--- config.mk ---
export PLATFORM = sky130hd
export DESIGN_NAME = layout_dimension_parser_core
export DESIGN_NICKNAME = d
export VERILOG_FILES = /design/src/design/ldp_pkg.sv /design/src/design/ldp_classify.sv /design/src/design/layout_dimension_parser_core.sv
export SDC_FILE = /design/constraint.sdc
export NUM_CORES = 1
export LEC_CHECK = 0
export ABC_AREA = 1
export ABC_CLOCK_PERIOD_IN_PS = 3350
export BUFFER_PORTS_ARGS = -buffer_cell sky130_fd_sc_hd__buf_4
export CAP_MARGIN = 10
export CORE_MARGIN = 3
export CORE_UTILIZATION = 62
export CTS_CLUSTER_SIZE = 14
export DETAILED_ROUTE_END_ITERATION = 16
export PLACE_DENSITY_LB_ADDON = 0.3
export SYNTH_ARGS = -nofsm -noshare
export SYNTH_HDL_FRONTEND = slang
export SYNTH_SLANG_ARGS = --single-unit
--- constraint.sdc ---
create_clock -name aclk -period 3.35 [get_ports aclk]
set_input_delay 0.5025 -clock aclk [delete_from_list [all_inputs] [get_ports aclk]]
set_output_delay 0.5025 -clock aclk [all_outputs]
set_load 0.005 [all_outputs]
--- src/design/ldp_pkg.sv ---
package ldp_pkg;

    // Characters of the expression grammar
    localparam logic [7:0] CHAR_UPPER_A = 8'h41;
    localparam logic [7:0] CHAR_UPPER_Z = 8'h5A;
    localparam logic [7:0] CHAR_SLASH   = 8'h2F;
    localparam logic [7:0] CHAR_PERCENT = 8'h25;
    localparam logic [7:0] CHAR_DIGIT_0 = 8'h30;
    localparam logic [7:0] CHAR_DIGIT_9 = 8'h39;

    // Dimension name codes
    localparam logic [3:0] NAME_N = 4'd0;
    localparam logic [3:0] NAME_C = 4'd1;
    localparam logic [3:0] NAME_H = 4'd2;
    localparam logic [3:0] NAME_W = 4'd3;
    localparam logic [3:0] NAME_G = 4'd4;
    localparam logic [3:0] NAME_K = 4'd5;
    localparam logic [3:0] NAME_R = 4'd6;
    localparam logic [3:0] NAME_S = 4'd7;
    localparam logic [3:0] NAME_P = 4'd8;
    localparam logic [3:0] NAME_Q = 4'd9;

    // Result field widths
    localparam int FIELD_WIDTH = 32;
    localparam int M_TDATA_WIDTH = 72;

    // Decoded character class
    typedef struct packed {
        logic       is_upper;
        logic       name_hit;
        logic [3:0] name_idx;
        logic       is_slash;
        logic       is_percent;
        logic       is_digit;
        logic [3:0] digit;
    } char_class_t;

endpackage

--- src/design/ldp_classify.sv ---
module ldp_classify (
    input  logic [7:0]                 char_code,
    output ldp_pkg::char_class_t       char_class
);

    logic [7:0] digit_offset;

    assign digit_offset = char_code - ldp_pkg::CHAR_DIGIT_0;

    // Sort the character into the grammar's classes
    always_comb begin
        char_class            = '0;
        char_class.is_upper   = (char_code >= ldp_pkg::CHAR_UPPER_A) &&
                                (char_code <= ldp_pkg::CHAR_UPPER_Z);
        char_class.is_slash   = (char_code == ldp_pkg::CHAR_SLASH);
        char_class.is_percent = (char_code == ldp_pkg::CHAR_PERCENT);
        char_class.is_digit   = (char_code >= ldp_pkg::CHAR_DIGIT_0) &&
                                (char_code <= ldp_pkg::CHAR_DIGIT_9);
        char_class.digit      = digit_offset[3:0];
        char_class.name_hit   = 1'b1;
        unique case (char_code)
            8'h4E:   char_class.name_idx = ldp_pkg::NAME_N;
            8'h43:   char_class.name_idx = ldp_pkg::NAME_C;
            8'h48:   char_class.name_idx = ldp_pkg::NAME_H;
            8'h57:   char_class.name_idx = ldp_pkg::NAME_W;
            8'h47:   char_class.name_idx = ldp_pkg::NAME_G;
            8'h4B:   char_class.name_idx = ldp_pkg::NAME_K;
            8'h52:   char_class.name_idx = ldp_pkg::NAME_R;
            8'h53:   char_class.name_idx = ldp_pkg::NAME_S;
            8'h50:   char_class.name_idx = ldp_pkg::NAME_P;
            8'h51:   char_class.name_idx = ldp_pkg::NAME_Q;
            default: begin
                char_class.name_idx = ldp_pkg::NAME_N;
                char_class.name_hit = 1'b0;
            end
        endcase
    end

endmodule

--- src/design/layout_dimension_parser_core.sv ---
// The result register, loaded as the last character advances, drives m_axis.
// Throughput: one character per cycle; the parse state is updated once per character
// by a single pass of logic between the input register and the result register. A last
// character waits in the input register while an untaken result holds the result register.
// Reset: aresetn is synchronous, active low, and clears the parse state and the valid
// flags of the input and result registers; the block takes characters right after reset.
module layout_dimension_parser_core #(
    parameter int VALUE_WIDTH = 32
) (
    input  logic                              aclk,
    input  logic                              aresetn,
    input  logic                              s_axis_tvalid,
    output logic                              s_axis_tready,
    // [7:0] char_code
    input  logic [7:0]                        s_axis_tdata,
    input  logic                              s_axis_tlast,
    output logic                              m_axis_tvalid,
    input  logic                              m_axis_tready,
    // [3:0] name_index, [35:4] stride, [36] extent_known, [68:37] extent, [71:69] zero
    output logic [ldp_pkg::M_TDATA_WIDTH-1:0] m_axis_tdata,
    // [0] error
    output logic                              m_axis_tuser
);

    localparam int FW = ldp_pkg::FIELD_WIDTH;

    // Input register
    logic       in_valid_reg;
    logic [7:0] in_char_reg;
    logic       in_last_reg;

    // Parse state
    logic                   name_seen_reg,     name_seen_next;
    logic [3:0]             letter_index_reg,  letter_index_next;
    logic                   stride_seen_reg,   stride_seen_next;
    logic                   extent_seen_reg,   extent_seen_next;
    logic                   slash_pending_reg, slash_pending_next;
    logic [VALUE_WIDTH-1:0] stride_acc_reg,    stride_acc_next;
    logic [VALUE_WIDTH-1:0] extent_acc_reg,    extent_acc_next;
    logic                   failed_reg,        failed_next;

    // Result register
    logic                            out_valid_reg;
    logic [ldp_pkg::M_TDATA_WIDTH-1:0] out_data_reg, out_data_next;
    logic                            out_error_reg, out_error_next;

    ldp_pkg::char_class_t   char_class;
    logic                   out_free;
    logic                   advance;
    logic [VALUE_WIDTH-1:0] digit_ext;
    logic [VALUE_WIDTH-1:0] stride_x10;
    logic [VALUE_WIDTH-1:0] extent_x10;
    logic [FW-1:0]          stride_field;
    logic [FW-1:0]          extent_field;
    logic                   result_error;

    ldp_classify u_classify (
        .char_code  (in_char_reg),
        .char_class (char_class)
    );

    // Move a character on unless it ends an expression and the result slot is full
    assign out_free      = !out_valid_reg || m_axis_tready;
    assign advance       = in_valid_reg && (!in_last_reg || out_free);
    assign s_axis_tready = !in_valid_reg || advance;

    // Shift in one decimal digit
    assign digit_ext  = VALUE_WIDTH'(char_class.digit);
    assign stride_x10 = {stride_acc_reg[VALUE_WIDTH-4:0], 3'b000}
                      + {stride_acc_reg[VALUE_WIDTH-2:0], 1'b0} + digit_ext;
    assign extent_x10 = {extent_acc_reg[VALUE_WIDTH-4:0], 3'b000}
                      + {extent_acc_reg[VALUE_WIDTH-2:0], 1'b0} + digit_ext;

    // Next parse state for the character in the input register
    always_comb begin
        name_seen_next     = name_seen_reg;
        letter_index_next  = letter_index_reg;
        stride_seen_next   = stride_seen_reg;
        extent_seen_next   = extent_seen_reg;
        slash_pending_next = slash_pending_reg;
        stride_acc_next    = stride_acc_reg;
        extent_acc_next    = extent_acc_reg;
        failed_next        = failed_reg;
        if (!failed_reg) begin
            priority if (slash_pending_reg) begin
                slash_pending_next = 1'b0;
                if (!char_class.is_slash || !name_seen_reg || stride_seen_reg
                        || extent_seen_reg) begin
                    failed_next = 1'b1;
                end else begin
                    stride_seen_next = 1'b1;
                    stride_acc_next  = '0;
                end
            end else if (char_class.is_upper) begin
                if (name_seen_reg || !char_class.name_hit) begin
                    failed_next = 1'b1;
                end else begin
                    name_seen_next    = 1'b1;
                    letter_index_next = char_class.name_idx;
                end
            end else if (char_class.is_slash) begin
                slash_pending_next = 1'b1;
            end else if (char_class.is_percent) begin
                if (!name_seen_reg || extent_seen_reg) begin
                    failed_next = 1'b1;
                end else begin
                    extent_seen_next = 1'b1;
                    extent_acc_next  = '0;
                end
            end else if (char_class.is_digit) begin
                priority if (!name_seen_reg) begin
                    failed_next = 1'b1;
                end else if (extent_seen_reg) begin
                    extent_acc_next = extent_x10;
                end else if (stride_seen_reg) begin
                    stride_acc_next = stride_x10;
                end else begin
                    // drop digits that follow the name
                    failed_next = failed_reg;
                end
            end else begin
                failed_next = 1'b1;
            end
        end
    end

    // Take the low field bits of the accumulators, or zero-extend them when they are narrower
    generate
        if (VALUE_WIDTH >= FW) begin : g_field_trunc
            assign stride_field = stride_acc_next[FW-1:0];
            assign extent_field = extent_acc_next[FW-1:0];
        end else begin : g_field_ext
            assign stride_field = FW'(stride_acc_next);
            assign extent_field = FW'(extent_acc_next);
        end
    endgenerate

    // Form the result of an expression
    assign result_error = failed_next || slash_pending_next || !name_seen_next;

    always_comb begin
        out_error_next = result_error;
        out_data_next  = '0;
        if (!result_error) begin
            out_data_next[3:0]   = letter_index_next;
            out_data_next[35:4]  = stride_seen_next ? stride_field : FW'(1);
            out_data_next[36]    = extent_seen_next;
            out_data_next[68:37] = extent_seen_next ? extent_field : '0;
        end
    end

    // Input register
    always_ff @(posedge aclk) begin
        if (!aresetn) begin
            in_valid_reg <= 1'b0;
        end else if (s_axis_tready) begin
            in_valid_reg <= s_axis_tvalid;
        end
        if (s_axis_tready && s_axis_tvalid) begin
            in_char_reg <= s_axis_tdata;
            in_last_reg <= s_axis_tlast;
        end
    end

    // Parse state: update per character, clear after the last one
    always_ff @(posedge aclk) begin
        if (!aresetn || (advance && in_last_reg)) begin
            name_seen_reg     <= 1'b0;
            letter_index_reg  <= '0;
            stride_seen_reg   <= 1'b0;
            extent_seen_reg   <= 1'b0;
            slash_pending_reg <= 1'b0;
            stride_acc_reg    <= '0;
            extent_acc_reg    <= '0;
            failed_reg        <= 1'b0;
        end else if (advance) begin
            name_seen_reg     <= name_seen_next;
            letter_index_reg  <= letter_index_next;
            stride_seen_reg   <= stride_seen_next;
            extent_seen_reg   <= extent_seen_next;
            slash_pending_reg <= slash_pending_next;
            stride_acc_reg    <= stride_acc_next;
            extent_acc_reg    <= extent_acc_next;
            failed_reg        <= failed_next;
        end
    end

    // Result register: load on the last character, hold until taken
    always_ff @(posedge aclk) begin
        if (!aresetn) begin
            out_valid_reg <= 1'b0;
        end else if (advance && in_last_reg) begin
            out_valid_reg <= 1'b1;
        end else if (m_axis_tready) begin
            out_valid_reg <= 1'b0;
        end
        if (advance && in_last_reg) begin
            out_data_reg  <= out_data_next;
            out_error_reg <= out_error_next;
        end
    end

    assign m_axis_tvalid = out_valid_reg;
    assign m_axis_tdata  = out_data_reg;
    assign m_axis_tuser  = out_error_reg;

endmodule

==> results by group <==
Clock network
  – Later-pin clock latency in the skew report: 0.44 ns
  – Clk slew on worst S/H paths: 0.07 ns
  – CTS Buffer Depth: 2
  – Clock root buffer: sky130_fd_sc_hd__clkbuf_16
  – CTS hold repair buffers: 0
  – Clock H-tree levels: 4
  – Clock Sink Count: 154
  – Number of buffers created by CTS: 17
  – Clock tree from TritonCTS: done

Critical path
  – CP peak stage delay: 0.47 ns
  – Depth of the worst register-to-register path: 13
  – Master of the slowest instance on the critical path: sky130_fd_sc_hd__edfxtp_1
  – Critical-path maximum fanout: 4
  – Most frequent CP cell: sky130_fd_sc_hd__nand2_1
  – Largest delay contributor family on the critical path: adder cells
  – R2r endpoint: m_axis_tdata[28]
  – Setup Crit Path Kind: reg2reg
  – Startpoint of the lowest-slack register-to-register path: in_char_reg[2]
  – WP data arrival: 3.29 ns
  – Crit path required time: 3.52 ns
  – Kind of launch point of the worst setup path: register
  – Setup crit end kind: register
  – Critical path buffer and inverter count: 2
  – Crit-path cells: ha_1 > ha_1 > inv_1 > fa_1 > o21ai_0 > buf_4 > nand2_1 > nand2_1 > nand2_1 > nand4_1 > nand3_1 > a21boi_0 > nor2_1
  – Slack of the worst reg-to-reg path: 0.23 ns

STA
  – Number of slew-limit violations in the final report: 0
  – Final clock period utilization by the worst path: 93.3%
  – Final Worst Setup Slack: 0.226 ns
  – Worst slew margin: 28.5%
  – RSZ-0062 raised after global routing: no
  – Highest Clock Rate: 0.320 GHz
  – Min Clock Period, post-route: 3.12 ns
  – Slew @ Worst Pin: 1.07 ns
  – Final Hold Violating Endpoints: 0
  – Clock tree skew after final layout: 0.0138 ns
  – Final setup violation count: 0
  – Final setup TNS: 0 ns

Layout
  – Fill cell count: 1,693
  – Signed area change from the synthesized netlist to the final layout: 11.3%
  – Share of layout cells above drive strength 1: 8.48%
  – Flip-flop count of the largest register after layout: 69
  – Design area: 0.0141 sq mm
  – Register Area: 0.00387 sq mm
  – Core occupancy in the finished layout: 71.2%
  – Commonest non-fill, non-tap cells in the layout: sky130_fd_sc_hd__nand2_1, sky130_fd_sc_hd__inv_1, sky130_fd_sc_hd__nor2_1
  – Post-layout net count: 2,137
  – Most common library cell in the layout ignoring fill and taps: sky130_fd_sc_hd__nand2_1
  – ANT cells: 0
  – Multi-input gate area: 0.00722 sq mm

Placed design
  – Detailed Place HPWL: 26,400 um
  – Setup slack after placement: 0.315 ns
  – DP Area: 0.0135 sq mm
  – IO Port Bufs: 84
  – Placer congestion estimate: 0.966

Synth
  – Number of warnings issued by yosys: 0
  – Number of enable-type register cells in the synthesized netlist: 79
  – Portion of the post-synthesis area used by sequential elements: 30.6%
  – Number of register bits inferred by synthesis: 154
  – Top cells by area in the synthesized netlist: sky130_fd_sc_hd__edfxtp_1, sky130_fd_sc_hd__nand2_1, sky130_fd_sc_hd__dfxtp_1
  – Most used flip-flop cell after synthesis: sky130_fd_sc_hd__edfxtp_1
  – Library cell occupying the most area in the post-synthesis netlist: sky130_fd_sc_hd__edfxtp_1
  – Area of the mapped netlist: 0.0127 sq mm
  – Synthesized instance count: 1,926
  – Count of distinct cell types in the synthesized netlist: 47
  – Async set-reset flop share out of synthesis: 0%
  – Post-Syn Area per Cell: 6.57 sq um
  – Share of Yosys cell area claimed by the top area cell type: 18.7%

Floorplanning
  – Chip height: 149 um
  – Horizontal extent of the die: 149 um
  – Standard-cell row count: 51
  – Total I/O pin count: 88
  – Area of the die: 0.0222 sq mm
  – Starting density of the core: 64.0%
  – Area inside the core boundary: 0.0198 sq mm

Power
  – Power after layout: 4.95 mW
  – Worst vdd ir: 0.325 mV
  – Pleak: 7.26 nW
  – Power Dens Cells: 351 mW/mm^2

Global route
  – Total track usage: 32.2%
  – Number of global-route vias before repair: 12,189
  – Global-route wire length before repair: 57,900 um
  – Pin count of the biggest net entering global routing: 95
  – GRT Residual Overflow: 0
  – Number of antenna violations at the first check in global routing: 0

Run status
  – Status: finished clean

Run
  – Count of max-cap constraint violations: 0

Routing
  – Routed WL: 35,100 um
  – Routed length per instance: 15.4 um
  – Vias post-DR: 12,549
  – Via count normalized by instance count: 5.50
  – Detailed-route DRC error count: 0
  – Antenna viol nets, final: 0
  – DRC marker count from the first detailed-route iteration: 913
  – First-pass iteration count of the detailed router: 5

Hold path
  – Worst hold path endpoint: in_char_reg[5]
  – Hold Crit Start: s_axis_tdata[5]
  – Worst hold path cell count: 1
  – Kind of path behind the tightest hold check: in2reg
## layer usage
layer / GRT usage (%) / share of wire, %
met1: 39.8 / 42
met5: 0 / 0
met2: 56.6 / 50
met4: 13.6 / 3.6
met3: 4.10 / 5.1
## layout make-up
type | count | area share (%)
clock inverter | 14 | 1.04
sequential | 154 | 27.5
timing repair buffer | 99 | 5.37
clock buffer | 18 | 3.05
multi-input combinational | 1377 | 51.2
tap | 265 | 2.35
inverter | 355 | 9.46
## kinds of logic after synthesis
family	after synthesis	share of synthesized area [%]
buf+inv	397	12.4
simple gates	1001	33.2
compound gates	235	10.4
fa+ha+maj	120	12.1
xor+xnor	18	1.25
other cells	1	0.0296
flops	154	30.6
## cell usage after synthesis, types with 10 or more instances
cell	number
sky130_fd_sc_hd__nand2_1	563
sky130_fd_sc_hd__inv_1	346
sky130_fd_sc_hd__nor2_1	220
sky130_fd_sc_hd__nand3_1	149
sky130_fd_sc_hd__a21oi_1	116
sky130_fd_sc_hd__ha_1	116
sky130_fd_sc_hd__edfxtp_1	79
sky130_fd_sc_hd__dfxtp_1	75
sky130_fd_sc_hd__o21ai_0	64
sky130_fd_sc_hd__clkbuf_1	24
sky130_fd_sc_hd__a21boi_0	21
sky130_fd_sc_hd__nand4_1	16
sky130_fd_sc_hd__xor2_1	12
sky130_fd_sc_hd__nor3_1	10
## metrics by stage
step / hold slack [ns] / std cells
final: 0.243 / 2282
after global routing: 0.227 / 2282
after CTS: 0.232 / 2277
after detailed placement: 0.486 / 2245
after global placement: 0.482 / 2245
after floorplan: 0.472 / 1928
## repair_timing
action	in CTS	in global routing
buffers inserted	0	5
hold endpoints to repair	0	0
setup endpoints to repair	0	3
resized for setup	0	0
## where the power goes
part | total [mW] | internal [mW] | switching [mW]
clock network | 1.95 | 1.05 | 0.892
registers | 2.15 | 2.06 | 0.0882
logic | 0.852 | 0.317 | 0.535
## how the worst max path moves through the flow
| stage | from | slack [ns] | cells after the start | endpoint |
|---|---|---|---|---|
| 4_1_cts | in_char_reg[2] | 0.17 | 13 | m_axis_tdata[28] |
| 2_1_floorplan | in_char_reg[2] | 0.60 | 16 | m_axis_tdata[34] |
| 6_report | in_char_reg[2] | 0.23 | 13 | m_axis_tdata[28] |
| 3_5_place_dp | in_char_reg[2] | 0.31 | 13 | m_axis_tdata[28] |
| 5_1_grt | in_char_reg[2] | 0.02 | 13 | m_axis_tdata[28] |
| 3_3_place_gp | in_char_reg[2] | 0.41 | 13 | m_axis_tdata[28] |
(Power assumes the default switching activity.)
